`src/hdl/ftsg_pkg.sv`:
```
package ftsg_pkg;

  localparam int unsigned CoordLimitDefault = 1024;
  localparam int unsigned CoordW = 10;
  localparam int unsigned ColorW = 8;

  // Request codes
  localparam logic ReqLoad = 1'b0;
  localparam logic ReqSpan = 1'b1;

  // Split divider: numerator 2|p|+d needs 22 bits, divisor 2d needs 11 bits
  localparam int unsigned DivNumW = 22;
  localparam int unsigned DivDenW = 11;
  localparam int unsigned DivCntW = 5;

  // One DDA edge: current point, remainders over 2n, slopes, steps left
  typedef struct packed {
    logic [CoordW-1:0]        x;
    logic [CoordW-1:0]        y;
    logic [CoordW:0]          rx;
    logic [CoordW:0]          ry;
    logic signed [CoordW:0]   dx;
    logic [CoordW-1:0]        dy;
    logic [CoordW-1:0]        n;
    logic [CoordW-1:0]        rem;
    logic                     exh;
  } edge_t;

  function automatic edge_t edge_init(logic [CoordW-1:0] ax, logic [CoordW-1:0] ay,
                                      logic [CoordW-1:0] bx, logic [CoordW-1:0] by);
    edge_t                  e;
    logic signed [CoordW:0] dx;
    logic [CoordW:0]        adx;
    dx    = $signed({1'b0, bx}) - $signed({1'b0, ax});
    adx   = dx[CoordW] ? (CoordW+1)'(-dx) : (CoordW+1)'(dx);
    e.dy  = by - ay;
    e.n   = (adx[CoordW-1:0] > e.dy) ? adx[CoordW-1:0] : e.dy;
    e.x   = ax;
    e.y   = ay;
    e.rx  = {1'b0, e.n};
    e.ry  = {1'b0, e.n};
    e.dx  = dx;
    e.rem = e.n;
    e.exh = 1'b0;
    return e;
  endfunction

  // Advance one DDA point; caller guarantees rem > 0
  function automatic edge_t edge_step(edge_t e);
    edge_t                    r;
    logic signed [CoordW+2:0] tx;
    logic signed [CoordW+2:0] ty;
    logic signed [CoordW+2:0] n2;
    r  = e;
    n2 = $signed({2'b00, e.n, 1'b0});
    tx = $signed({2'b00, e.rx}) + $signed({e.dx[CoordW], e.dx, 1'b0});
    ty = $signed({2'b00, e.ry}) + $signed({2'b00, e.dy, 1'b0});
    if (tx >= n2) begin
      r.x  = e.x + 1'b1;
      r.rx = (CoordW+1)'(tx - n2);
    end else if (tx < 0) begin
      r.x  = e.x - 1'b1;
      r.rx = (CoordW+1)'(tx + n2);
    end else begin
      r.rx = tx[CoordW:0];
    end
    if (ty >= n2) begin
      r.y  = e.y + 1'b1;
      r.ry = (CoordW+1)'(ty - n2);
    end else begin
      r.ry = ty[CoordW:0];
    end
    r.rem = e.rem - 1'b1;
    return r;
  endfunction

endpackage

```
`src/hdl/filled_triangle_span_generator.sv`:
```
// Filled triangle span generator.
// Input channel (in_valid_i/in_ready_o) takes two kinds of transaction:
// a load (req_type 0) with three vertices and a fill color, and a span
// request (req_type 1). A load gives no result; each span request gives
// exactly one result on the output channel (out_valid_o/out_ready_i).
// Spans come top to bottom; last_span marks the final one. A span request
// with no active triangle returns span_valid 0 with all fields 0.
// A general load keeps the input busy through three sort steps, classify,
// one multiply, a restoring divide over the 22 numerator bits, the split
// point and edge setup. A flat-top or flat-bottom load skips the multiply,
// the divide and the split point. A span walks the points of both edges on
// that row: one shared DDA stepper walks the left edge then the right edge,
// one point a cycle. Crossing into the lower half adds a step for edge setup.
// in_ready_o is high only while the sequencer is idle. A finished result
// sits in the output register; if the receiver stalls, the next load still
// proceeds, and the next span waits to write its result until it is taken.
// Reset clears the control state: no triangle is active, the output is empty.
module filled_triangle_span_generator
  import ftsg_pkg::*;
#(
  parameter int unsigned CoordLimit = CoordLimitDefault
) (
  input  logic              clk_i,
  input  logic              rst_ni,
  input  logic              in_valid_i,
  output logic              in_ready_o,
  input  logic              req_type_i,
  input  logic [CoordW-1:0] vx_a_i,
  input  logic [CoordW-1:0] vy_a_i,
  input  logic [CoordW-1:0] vx_b_i,
  input  logic [CoordW-1:0] vy_b_i,
  input  logic [CoordW-1:0] vx_c_i,
  input  logic [CoordW-1:0] vy_c_i,
  input  logic [ColorW-1:0] fill_red_i,
  input  logic [ColorW-1:0] fill_green_i,
  input  logic [ColorW-1:0] fill_blue_i,
  output logic              out_valid_o,
  input  logic              out_ready_i,
  output logic [CoordW-1:0] span_row_o,
  output logic [CoordW-1:0] span_x_start_o,
  output logic [CoordW-1:0] span_x_end_o,
  output logic [ColorW-1:0] out_red_o,
  output logic [ColorW-1:0] out_green_o,
  output logic [ColorW-1:0] out_blue_o,
  output logic              span_valid_o,
  output logic              last_span_o
);

  localparam logic [16:0]       CoordLim = 17'(CoordLimit);
  localparam logic [CoordW-1:0] CoordMax = CoordW'(CoordLimit - 1);

  localparam logic [3:0] StIdle  = 4'd0;
  localparam logic [3:0] StSort  = 4'd1;
  localparam logic [3:0] StClass = 4'd2;
  localparam logic [3:0] StPrep  = 4'd3;
  localparam logic [3:0] StDiv   = 4'd4;
  localparam logic [3:0] StSplit = 4'd5;
  localparam logic [3:0] StInit  = 4'd6;
  localparam logic [3:0] StWalkL = 4'd7;
  localparam logic [3:0] StWalkR = 4'd8;
  localparam logic [3:0] StEmit  = 4'd9;
  localparam logic [3:0] StNull  = 4'd10;

  function automatic logic [CoordW-1:0] sat(logic [CoordW-1:0] v);
    return ({7'd0, v} >= CoordLim) ? CoordMax : v;
  endfunction

  logic [3:0]              state_q, state_d;
  logic [CoordW-1:0]       vx_q [3];
  logic [CoordW-1:0]       vy_q [3];
  logic [1:0]              sort_k_q;
  logic [3*ColorW-1:0]     colour_q;
  logic [CoordW-1:0]       split_q;
  logic [CoordW-1:0]       row_q;
  logic                    lower_q;
  logic                    active_q;
  logic signed [2*CoordW:0] prod_q;
  logic [DivNumW-1:0]      num_q;
  logic [DivDenW-1:0]      den_q;
  logic [DivDenW-1:0]      drem_q;
  logic [DivCntW-1:0]      dcnt_q;
  edge_t                   el_q, er_q;
  logic                    first_q;
  logic [CoordW-1:0]       xl_q, xr_q;

  logic                    out_valid_q;
  logic [CoordW-1:0]       o_row_q, o_xs_q, o_xe_q;
  logic [3*ColorW-1:0]     o_col_q;
  logic                    o_sv_q, o_last_q;

  logic in_acc;
  logic out_free;
  logic out_load;
  assign in_ready_o = (state_q == StIdle);
  assign in_acc     = in_valid_i && in_ready_o;
  assign out_free   = !out_valid_q || out_ready_i;
  assign out_load   = (state_q == StEmit || state_q == StNull) && out_free;

  // Shared compare-swap for the sort
  logic [1:0] sa, sb;
  always_comb begin
    unique case (sort_k_q)
      2'd0:    begin sa = 2'd0; sb = 2'd1; end
      2'd1:    begin sa = 2'd0; sb = 2'd2; end
      default: begin sa = 2'd1; sb = 2'd2; end
    endcase
  end

  // Edge endpoints of the current half
  logic [CoordW-1:0] lm, rm;
  edge_t             el_init, er_init;
  always_comb begin
    lm = (split_q < vx_q[1]) ? split_q : vx_q[1];
    rm = (split_q < vx_q[1]) ? vx_q[1] : split_q;
    if (!lower_q) begin
      el_init = edge_init(vx_q[0], vy_q[0], lm, vy_q[1]);
      er_init = edge_init(vx_q[0], vy_q[0], rm, vy_q[1]);
    end else begin
      el_init = edge_init(lm, vy_q[1], vx_q[2], vy_q[2]);
      er_init = edge_init(rm, vy_q[1], vx_q[2], vy_q[2]);
    end
  end

  // Shared DDA stepper
  edge_t walk_e, walk_n;
  logic  walk_pend;
  always_comb begin
    walk_e    = (state_q == StWalkR) ? er_q : el_q;
    walk_n    = edge_step(walk_e);
    walk_pend = !walk_e.exh && (walk_e.y == row_q);
  end

  // Divider step
  logic [DivDenW:0] dtrial;
  logic             dge;
  assign dtrial = {drem_q, num_q[DivNumW-1]};
  assign dge    = dtrial >= {1'b0, den_q};

  logic signed [CoordW:0]   cdx;
  logic [CoordW-1:0]        cdy;
  logic [2*CoordW:0]        pabs;
  logic signed [CoordW+1:0] split_s;
  logic [CoordW-1:0]        end_row;
  logic [CoordW-1:0]        sp_lo, sp_hi;
  always_comb begin
    cdx     = $signed({1'b0, vx_q[2]}) - $signed({1'b0, vx_q[0]});
    cdy     = vy_q[1] - vy_q[0];
    pabs    = prod_q[2*CoordW] ? (2*CoordW+1)'(-prod_q) : (2*CoordW+1)'(prod_q);
    split_s = prod_q[2*CoordW] ?
              $signed({2'b00, vx_q[0]}) - $signed({2'b00, num_q[CoordW-1:0]}) :
              $signed({2'b00, vx_q[0]}) + $signed({2'b00, num_q[CoordW-1:0]});
    end_row = lower_q ? vy_q[2] : vy_q[1];
    sp_lo   = (xl_q > xr_q) ? xr_q : xl_q;
    sp_hi   = (xl_q > xr_q) ? xl_q : xr_q;
  end

  always_comb begin
    state_d = state_q;
    unique case (state_q)
      StIdle: begin
        if (in_acc) begin
          if (req_type_i == ReqLoad) state_d = StSort;
          else if (active_q)         state_d = StWalkL;
          else                       state_d = StNull;
        end
      end
      StSort:  if (sort_k_q == 2'd2) state_d = StClass;
      StClass: begin
        if (vy_q[1] == vy_q[2] || vy_q[0] == vy_q[1]) state_d = StInit;
        else                                          state_d = StPrep;
      end
      StPrep:  state_d = StDiv;
      StDiv:   if (dcnt_q == DivCntW'(DivNumW - 1)) state_d = StSplit;
      StSplit: state_d = StInit;
      StInit:  state_d = StIdle;
      StWalkL: if (!walk_pend) state_d = StWalkR;
      StWalkR: if (!walk_pend) state_d = StEmit;
      StEmit: begin
        if (out_free) begin
          if (row_q >= end_row && !lower_q && vy_q[1] != vy_q[2]) state_d = StInit;
          else                                                     state_d = StIdle;
        end
      end
      StNull:  if (out_free) state_d = StIdle;
      default: state_d = StIdle;
    endcase
  end

  always_ff @(posedge clk_i or negedge rst_ni) begin
    if (!rst_ni) begin
      state_q     <= StIdle;
      sort_k_q    <= 2'd0;
      dcnt_q      <= '0;
      active_q    <= 1'b0;
      lower_q     <= 1'b0;
      row_q       <= '0;
      split_q     <= '0;
      colour_q    <= '0;
      first_q     <= 1'b0;
      out_valid_q <= 1'b0;
      for (int k = 0; k < 3; k++) begin
        vx_q[k] <= '0;
        vy_q[k] <= '0;
      end
    end else begin
      state_q <= state_d;
      if (out_load)         out_valid_q <= 1'b1;
      else if (out_ready_i) out_valid_q <= 1'b0;
      unique case (state_q)
        StIdle: begin
          first_q <= 1'b1;
          if (in_acc && req_type_i == ReqLoad) begin
            active_q <= 1'b0;
            vx_q[0]  <= sat(vx_a_i);
            vy_q[0]  <= sat(vy_a_i);
            vx_q[1]  <= sat(vx_b_i);
            vy_q[1]  <= sat(vy_b_i);
            vx_q[2]  <= sat(vx_c_i);
            vy_q[2]  <= sat(vy_c_i);
            colour_q <= {fill_red_i, fill_green_i, fill_blue_i};
            sort_k_q <= 2'd0;
          end
        end
        StSort: begin
          if (vy_q[sa] > vy_q[sb]) begin
            vx_q[sa] <= vx_q[sb];
            vy_q[sa] <= vy_q[sb];
            vx_q[sb] <= vx_q[sa];
            vy_q[sb] <= vy_q[sa];
          end
          sort_k_q <= sort_k_q + 2'd1;
        end
        StClass: begin
          if (vy_q[1] == vy_q[2]) begin
            split_q <= vx_q[2];
            lower_q <= 1'b0;
          end else if (vy_q[0] == vy_q[1]) begin
            split_q <= vx_q[0];
            lower_q <= 1'b1;
          end else begin
            lower_q <= 1'b0;
          end
        end
        StPrep: begin
          num_q  <= DivNumW'({pabs, 1'b0}) + DivNumW'(vy_q[2] - vy_q[0]);
          den_q  <= {vy_q[2] - vy_q[0], 1'b0};
          drem_q <= '0;
          dcnt_q <= '0;
        end
        StDiv: begin
          drem_q <= dge ? DivDenW'(dtrial - {1'b0, den_q}) : dtrial[DivDenW-1:0];
          num_q  <= {num_q[DivNumW-2:0], dge};
          dcnt_q <= dcnt_q + 1'b1;
        end
        StSplit: split_q <= split_s[CoordW-1:0];
        StInit: begin
          row_q    <= lower_q ? vy_q[1] : vy_q[0];
          active_q <= 1'b1;
        end
        StWalkL, StWalkR: begin
          if (walk_pend) begin
            first_q <= 1'b0;
          end else begin
            first_q <= 1'b1;
          end
        end
        StEmit: begin
          if (out_free) begin
            if (row_q >= end_row) begin
              if (!lower_q && vy_q[1] != vy_q[2]) begin
                lower_q <= 1'b1;
              end else begin
                active_q <= 1'b0;
              end
            end else begin
              row_q <= row_q + 1'b1;
            end
          end
        end
        default: ;
      endcase
    end
  end

  // Payload registers
  always_ff @(posedge clk_i) begin
    prod_q <= cdx * $signed({1'b0, cdy});
    if (state_q == StInit) begin
      el_q <= el_init;
      er_q <= er_init;
    end
    if (state_q == StWalkL && walk_pend) begin
      if (first_q || walk_e.x < xl_q) xl_q <= walk_e.x;
      if (walk_e.rem == '0) el_q.exh <= 1'b1;
      else                  el_q     <= walk_n;
    end
    if (state_q == StWalkR && walk_pend) begin
      if (first_q || walk_e.x > xr_q) xr_q <= walk_e.x;
      if (walk_e.rem == '0) er_q.exh <= 1'b1;
      else                  er_q     <= walk_n;
    end
    if (state_q == StEmit && out_free) begin
      o_row_q  <= row_q;
      o_xs_q   <= sp_lo;
      o_xe_q   <= sp_hi;
      o_col_q  <= colour_q;
      o_sv_q   <= 1'b1;
      o_last_q <= (row_q >= end_row) && !(!lower_q && vy_q[1] != vy_q[2]);
    end
    if (state_q == StNull && out_free) begin
      o_row_q  <= '0;
      o_xs_q   <= '0;
      o_xe_q   <= '0;
      o_col_q  <= '0;
      o_sv_q   <= 1'b0;
      o_last_q <= 1'b0;
    end
  end

  assign out_valid_o    = out_valid_q;
  assign span_row_o     = o_row_q;
  assign span_x_start_o = o_xs_q;
  assign span_x_end_o   = o_xe_q;
  assign out_red_o      = o_col_q[3*ColorW-1:2*ColorW];
  assign out_green_o    = o_col_q[2*ColorW-1:ColorW];
  assign out_blue_o     = o_col_q[ColorW-1:0];
  assign span_valid_o   = o_sv_q;
  assign last_span_o    = o_last_q;

  a_walk_active: assert property (@(posedge clk_i) disable iff (!rst_ni)
    (state_q == StWalkL || state_q == StWalkR) |-> active_q)
    else $error("edge walk without an active triangle");

  a_span_order: assert property (@(posedge clk_i) disable iff (!rst_ni)
    (out_valid_q && o_sv_q) |-> (o_xs_q <= o_xe_q))
    else $error("span start above span end");

  a_last_valid: assert property (@(posedge clk_i) disable iff (!rst_ni)
    (out_valid_q && o_last_q) |-> o_sv_q)
    else $error("last flag on an empty span");

  a_div_count: assert property (@(posedge clk_i) disable iff (!rst_ni)
    (state_q == StDiv) |-> (dcnt_q < DivCntW'(DivNumW)))
    else $error("divider count overrun");

endmodule

```
`config.mk`:
```
export PLATFORM = sky130hd
export DESIGN_NAME = filled_triangle_span_generator
export DESIGN_NICKNAME = d
export VERILOG_FILES = /design/src/hdl/ftsg_pkg.sv /design/src/hdl/filled_triangle_span_generator.sv
export SDC_FILE = /design/constraint.sdc
export NUM_CORES = 2
export LEC_CHECK = 0
export ABC_AREA = 1
export BUFFER_PORTS_ARGS = -buffer_cell sky130_fd_sc_hd__buf_4
export CAP_MARGIN = 20
export CORE_AREA = 4 4 249 251
export CTS_CLUSTER_DIAMETER = 80
export DETAILED_ROUTE_END_ITERATION = 6
export DIE_AREA = 0 0 253 255
export PLACE_DENSITY = 0.84
export SETUP_SLACK_MARGIN = 0.02
export SYNTH_ARGS = -nofsm -noshare
export SYNTH_HDL_FRONTEND = slang
export SYNTH_SLANG_ARGS = --single-unit
```
`constraint.sdc`:
```
create_clock -name clk_i -period 19.24 [get_ports clk_i]
set_input_delay 1.924 -clock clk_i [delete_from_list [all_inputs] [get_ports clk_i]]
set_output_delay 1.924 -clock clk_i [all_outputs]
set_load 0.02 [all_outputs]
```
Word-level counts from Yosys, hierarchy flattened
Index checks and enable logic that the tools add are counted.
{ "totals": {"ff_bits": 427, "input_bits": 89, "elab_cells": 278} }
{ "op_classes": {"addsub": 30, "n_mul": 1, "n_lt_le_gt_ge": 18, "eq_ne": 31, "muxes": 99, "bitwise": 3, "n_reduce_logical": 50} }
{ "ops": {"columns": ["cell", "count"], "rows": [
  ["84-bit two-way mux", 7],
  ["10-bit two-way mux", 32],
  ["83-bit two-way mux", 2],
  ["30-bit bitwise mux", 4],
  ["30-bit two-way mux", 4],
  ["30-bit one-hot mux with 2 select lines", 2],
  ["10-bit binary-select mux with 2-bit select", 4],
  ["10-bit > comparator", 7],
  ["10-bit by 10-bit subtractor with 11-bit output", 6],
  ["11-bit two-way mux", 4],
  ["22-bit one-hot mux with 2 select lines", 1],
  ["10-bit demux with 2-bit select", 2],
  ["10-bit negator", 4],
  ["10-bit one-hot mux with 2 select lines", 2],
  ["4-bit one-hot mux with 10 select lines", 1],
  ["10-bit subtractor", 4],
  ["4-bit two-way mux", 9],
  ["11-bit subtractor", 3],
  ["10-bit by 1-bit adder with 10-bit output (second input constant)", 3],
  ["10-bit equality test", 3],
  ["12-bit by 11-bit >= comparator with 1-bit output", 2],
  ["22-bit adder", 1],
  ["2-bit != test (second input constant)", 11],
  ["11-bit one-hot mux with 2 select lines", 1],
  ["49 further kinds", 113]
]} }

Longest topological paths before layout
{ "depth": {"depth_word": 12, "depth_mapped": 43, "ltp_nobuf": 42} }

Least setup slack after synthesis
No wires, ideal clock.
{ "synth_path": {"path_kind": "register -> register", "startpoint": "reg vx_q[21] (netlist bit)", "endpoint": "reg prod_q[20]", "setup_time_ps": 72, "t_arrival_ps": 6340, "required_time_ps": 19168, "slack_ps": 12829, "path_stages_with_launch": 40, "n_path_buf": 0, "synth_period_minus_slack_ps": 6411, "path_cell_list": "dfrtp_1 -> inv_1 -> ha_1 -> nand3_1 -> and2_1 -> inv_1 -> a21oi_1 -> o21ai_0 -> nand2_1 -> nand2_1 -> a21oi_1 -> or2_2 -> nand2_1 -> inv_1 -> nand2_1 -> fa_1 -> inv_1 -> fa_1 -> [4 not listed] -> inv_1 -> fa_1 -> inv_1 -> ha_1 -> a21oi_1 -> nand2_1 -> a211oi_1 -> nor2_1 -> nand3_1 -> nand2_1 -> nand2_1 -> nand2_1 -> nand3_1 -> nand2_1 -> a21oi_1 -> nor2_1 -> nor2_1 -> xor2_1"} }
{ "synth_via": {"elab_chain_len": 2} }
{ "synth_rtl": {"columns": ["element", "line_no", "source"], "rows": [
  ["start: declaration", "filled_triangle_span_generator.sv:69", "logic [CoordW-1:0] vx_q [3];"],
  ["start signal: indexed assignment", "filled_triangle_span_generator.sv:226", "vx_q[sa] <= vx_q[sb];"],
  ["start signal: indexed assignment", "filled_triangle_span_generator.sv:228", "vx_q[sb] <= vx_q[sa];"],
  ["10-bit by 10-bit subtractor with 11-bit output", "filled_triangle_span_generator.sv:146", "cdx = $signed({1'b0, vx_q[2]}) - $signed({1'b0, vx_q[0]});"],
  ["11-bit by 11-bit multiplier with 21-bit output", "filled_triangle_span_generator.sv:287", "prod_q <= cdx * $signed({1'b0, cdy});"],
  ["end signal: assignment", "filled_triangle_span_generator.sv:287", null],
  ["end: declaration", "filled_triangle_span_generator.sv:77", "logic signed [2*CoordW:0] prod_q;"]
]} }
Every way passes these cells.
A chain may end at the register's enable or synchronous reset.

Final worst setup path
{ "layout_path": {"startpoint": "reg vy_q[21] (netlist bit)", "endpoint": "reg prod_q[20]"} }
{ "layout_via": {"elab_chain_len": 2} }
{ "layout_rtl": {"columns": ["element", "line_no", "source"], "rows": [
  ["start: declaration", "filled_triangle_span_generator.sv:70", "logic [CoordW-1:0] vy_q [3];"],
  ["start signal: indexed assignment", "filled_triangle_span_generator.sv:227", "vy_q[sa] <= vy_q[sb];"],
  ["start signal: indexed assignment", "filled_triangle_span_generator.sv:229", "vy_q[sb] <= vy_q[sa];"],
  ["10-bit subtractor", "filled_triangle_span_generator.sv:147", "cdy = vy_q[1] - vy_q[0];"],
  ["11-bit by 11-bit multiplier with 21-bit output", "filled_triangle_span_generator.sv:287", null]
]} }
Every way passes these cells.

==> results.toml <==
[status]
outcome = "complete, but fails checks"
violations = "DRC"

[floorplan]
core_um2 = 59900
pin_count = 147
die_w_um = 253
dieHeight_um = 255
rows = 90
die_area_um2 = 64500
start_util = 0.595

[yosys]
yosys_most_used_dff = "dfxtp_1"
syn_nets = 5597
syn-instance-count = 5071
yosys.cell_count.top_type = "nand2_1"
synth_area_um2 = 35600
yosys-top-cells-count = "nand2_1, inv_1, o21ai_0"
seq_area_frac_synth = 0.275
yosysTopAreaCell = "dfxtp_1"
yosysWarnings = 0
synth.area.top_cells = "dfxtp_1, nand2_1, ha_1"
async_flop_share = 0.279
synth_top_area_frac = 0.136
synth_edf_count = 65
syn_avg_cell_area_um2 = 7.03
ys_seq_elements = 427
synthDistinctLibCells = 68

[global_route]
grt_pass1_wl_mm = 173
grt_use_total = 0.333
grt_max_degree = 91
grt_overflow = 0
grt_pass1_vias = 33100
antenna_found_initial = 1

[detailed_routing]
dr.pass1.iters = 7
maxUsedRoutingLayer = "met5"
routedLengthMet1_mm = 42.3
ant_nets = 0
wl_met3_mm = 10.7
drt_iter0_markers = 4019
drcViolationCount = 1
viasPerCell = 5.85
drt-total-wl_mm = 109
wl_met2_mm = 49.3
routedWlPerCell_um = 18.4
vias = 34800

[placed_design]
dp_hpwl_mm = 81.5
numPortBuffers = 146
place_congestion = 1.04

[timing]
hold_viol_final = 0
finalCritPeriodShare = 0.393
worst_pin_slew_ns = 1.15
setup_viol = 0
max_freq_mhz = 132
fin_setup_tns_ns = 0
finalMaxSlewViolations = 0
relSlewSlack = 0.232
rsz0062_at_grt = "no"
fin_crit_ns = 7.56
finalClockSkew_ns = 0.0239

[clocking]
cts_buffers = 49
cts.repair.resized = 0
clk_pin_slew_ns = 0.06
cts_setup_buffers = 0
root_buffer = "clkbuf_16"
clock_sinks = 427
cts_tree = "done"
h-tree-depth = 2
postCtsHoldBufs = 0
clk-insertion-delay-late_ns = 0.63
clockBufferDepth = 3

[finish]
multi_input_area_um2 = 22300
drive_above_1_share = 0.0772
seq_area_um2 = 9800
layout.nets = 5644
antennaDiodeCount = 0
nFillCells = 5178
area_growth_pct = 9.42

[critical_path]
reg2reg_from = "vy_q[21]"
arrival_ns = 8.09
crit_path_max_incr_delay_ns = 0.53
r2r_end = "prod_q[20]"
cp_slowest_cell = "inv_1"
endpoint = "prod_q[20]"
endpoint_kind = "flip-flop"
r2r_slack_ns = 11.68
required_ns = 19.78
startpoint_type = "flip-flop"
r2r_cells = 38
critPathMaxFanout = 10
cpMostUsedCell = "nand2_1"
path_class = "flip-flop to flip-flop"
startpoint = "vy_q[21]"

[hold_path]
min_path_type = "flip-flop to flip-flop"
worstHoldPathCells = 2

[flow_run]
max_cap_viol_count = 0
-- layout by cell type, fill, tap and decap left out, types with 116 or more instances in the layout --
| master | n |
|---|---|
| buf_4 | 184 |
| a21oi_1 | 365 |
| nor2_1 | 323 |
| nand2_1 | 1272 |
| dfrtp_1 | 118 |
| nand3_1 | 144 |
| dfxtp_1 | 243 |
| inv_1 | 707 |
| xor2_1 | 131 |
| o21ai_0 | 535 |
| fa_1 | 116 |
| ha_1 | 320 |
-- cells by family after synthesis --
group	share of synthesized area
compound gates	0.179
xor+xnor	0.0449
mux	0.00172
flops	0.275
buf+inv	0.100
fa+ha+maj	0.178
simple gates	0.222
-- routing by layer --
layer | track usage | vias to the layer above
met2 | 0.546 | 1722
met4 | 0.178 | 2
met1 | 0.419 | 16000
met3 | 0.0631 | 420
li1 | - | 16600
met5 | 0 | -
-- critical path: cells and delay by family (launching register included) --
| kind | cells | cell delay, ns |
|---|---|---|
| adder cells (fa/ha/maj) | 7 | 2.85 |
| AND/OR/NAND/NOR | 17 | 1.85 |
| AO/OA/AOI/OAI | 6 | 1.22 |
| buffers and inverters | 7 | 0.97 |
| flip-flops | 1 | 0.40 |
| XOR/XNOR | 1 | 0.17 |
-- worst min-delay path by stage --
stage | start | endpoint | slack, ns
global route | er_q[31] | er_q[31] | 0.47
CTS | er_q[22] | er_q[22] | 0.45
finish | er_q[22] | er_q[22] | 0.45
global placement | er_q[22] | er_q[22] | 0.42
detailed placement | er_q[22] | er_q[22] | 0.43
floorplan | er_q[22] | er_q[22] | 0.41
-- registers in the layout, summed over array words and instances (netlist names), 2 cells and up --
register        cells
den_q              10
num_q              22
span_x_end_o       10
o_col_q            24
xl_q               10
er_q               84
span_x_start_o     10
state_q             4
colour_q           24
sort_k_q            2
vx_q               30
el_q               84
row_q              10
vy_q               30
xr_q               10
span_row_o         10
drem_q             11
dcnt_q              5
split_q            10
prod_q             21
-- metrics by stage --
| stage | setup slack [ns] | hold WS (ns) | instances | area (um^2) | utilization |
|---|---|---|---|---|---|
| CTS | 11.78 | 0.445 | 5939 | 39000 | 0.651 |
| floorplan | 12.83 | 0.414 | 5071 | 35600 | - |
| global placement | 12.10 | 0.424 | 5847 | 37200 | 0.622 |
| detailed placement | 11.88 | 0.429 | 5848 | 37300 | 0.622 |
| finish | 11.68 | 0.446 | 5940 | 39000 | 0.651 |
| global route | 11.18 | 0.471 | 5940 | 39000 | 0.651 |
-- final cells by class --
type | instances | area share
Inverter | 735 | 0.0708
Sequential cell | 427 | 0.251
Tap cell | 782 | 0.0251
Clock buffer | 67 | 0.0365
Clock inverter | 24 | 0.00712
Multi-Input combinational cell | 3719 | 0.573
Timing Repair Buffer | 186 | 0.0366
Power is not shown: default switching activity piles up to over one toggle a cycle in this logic, so the estimate is an artifact.
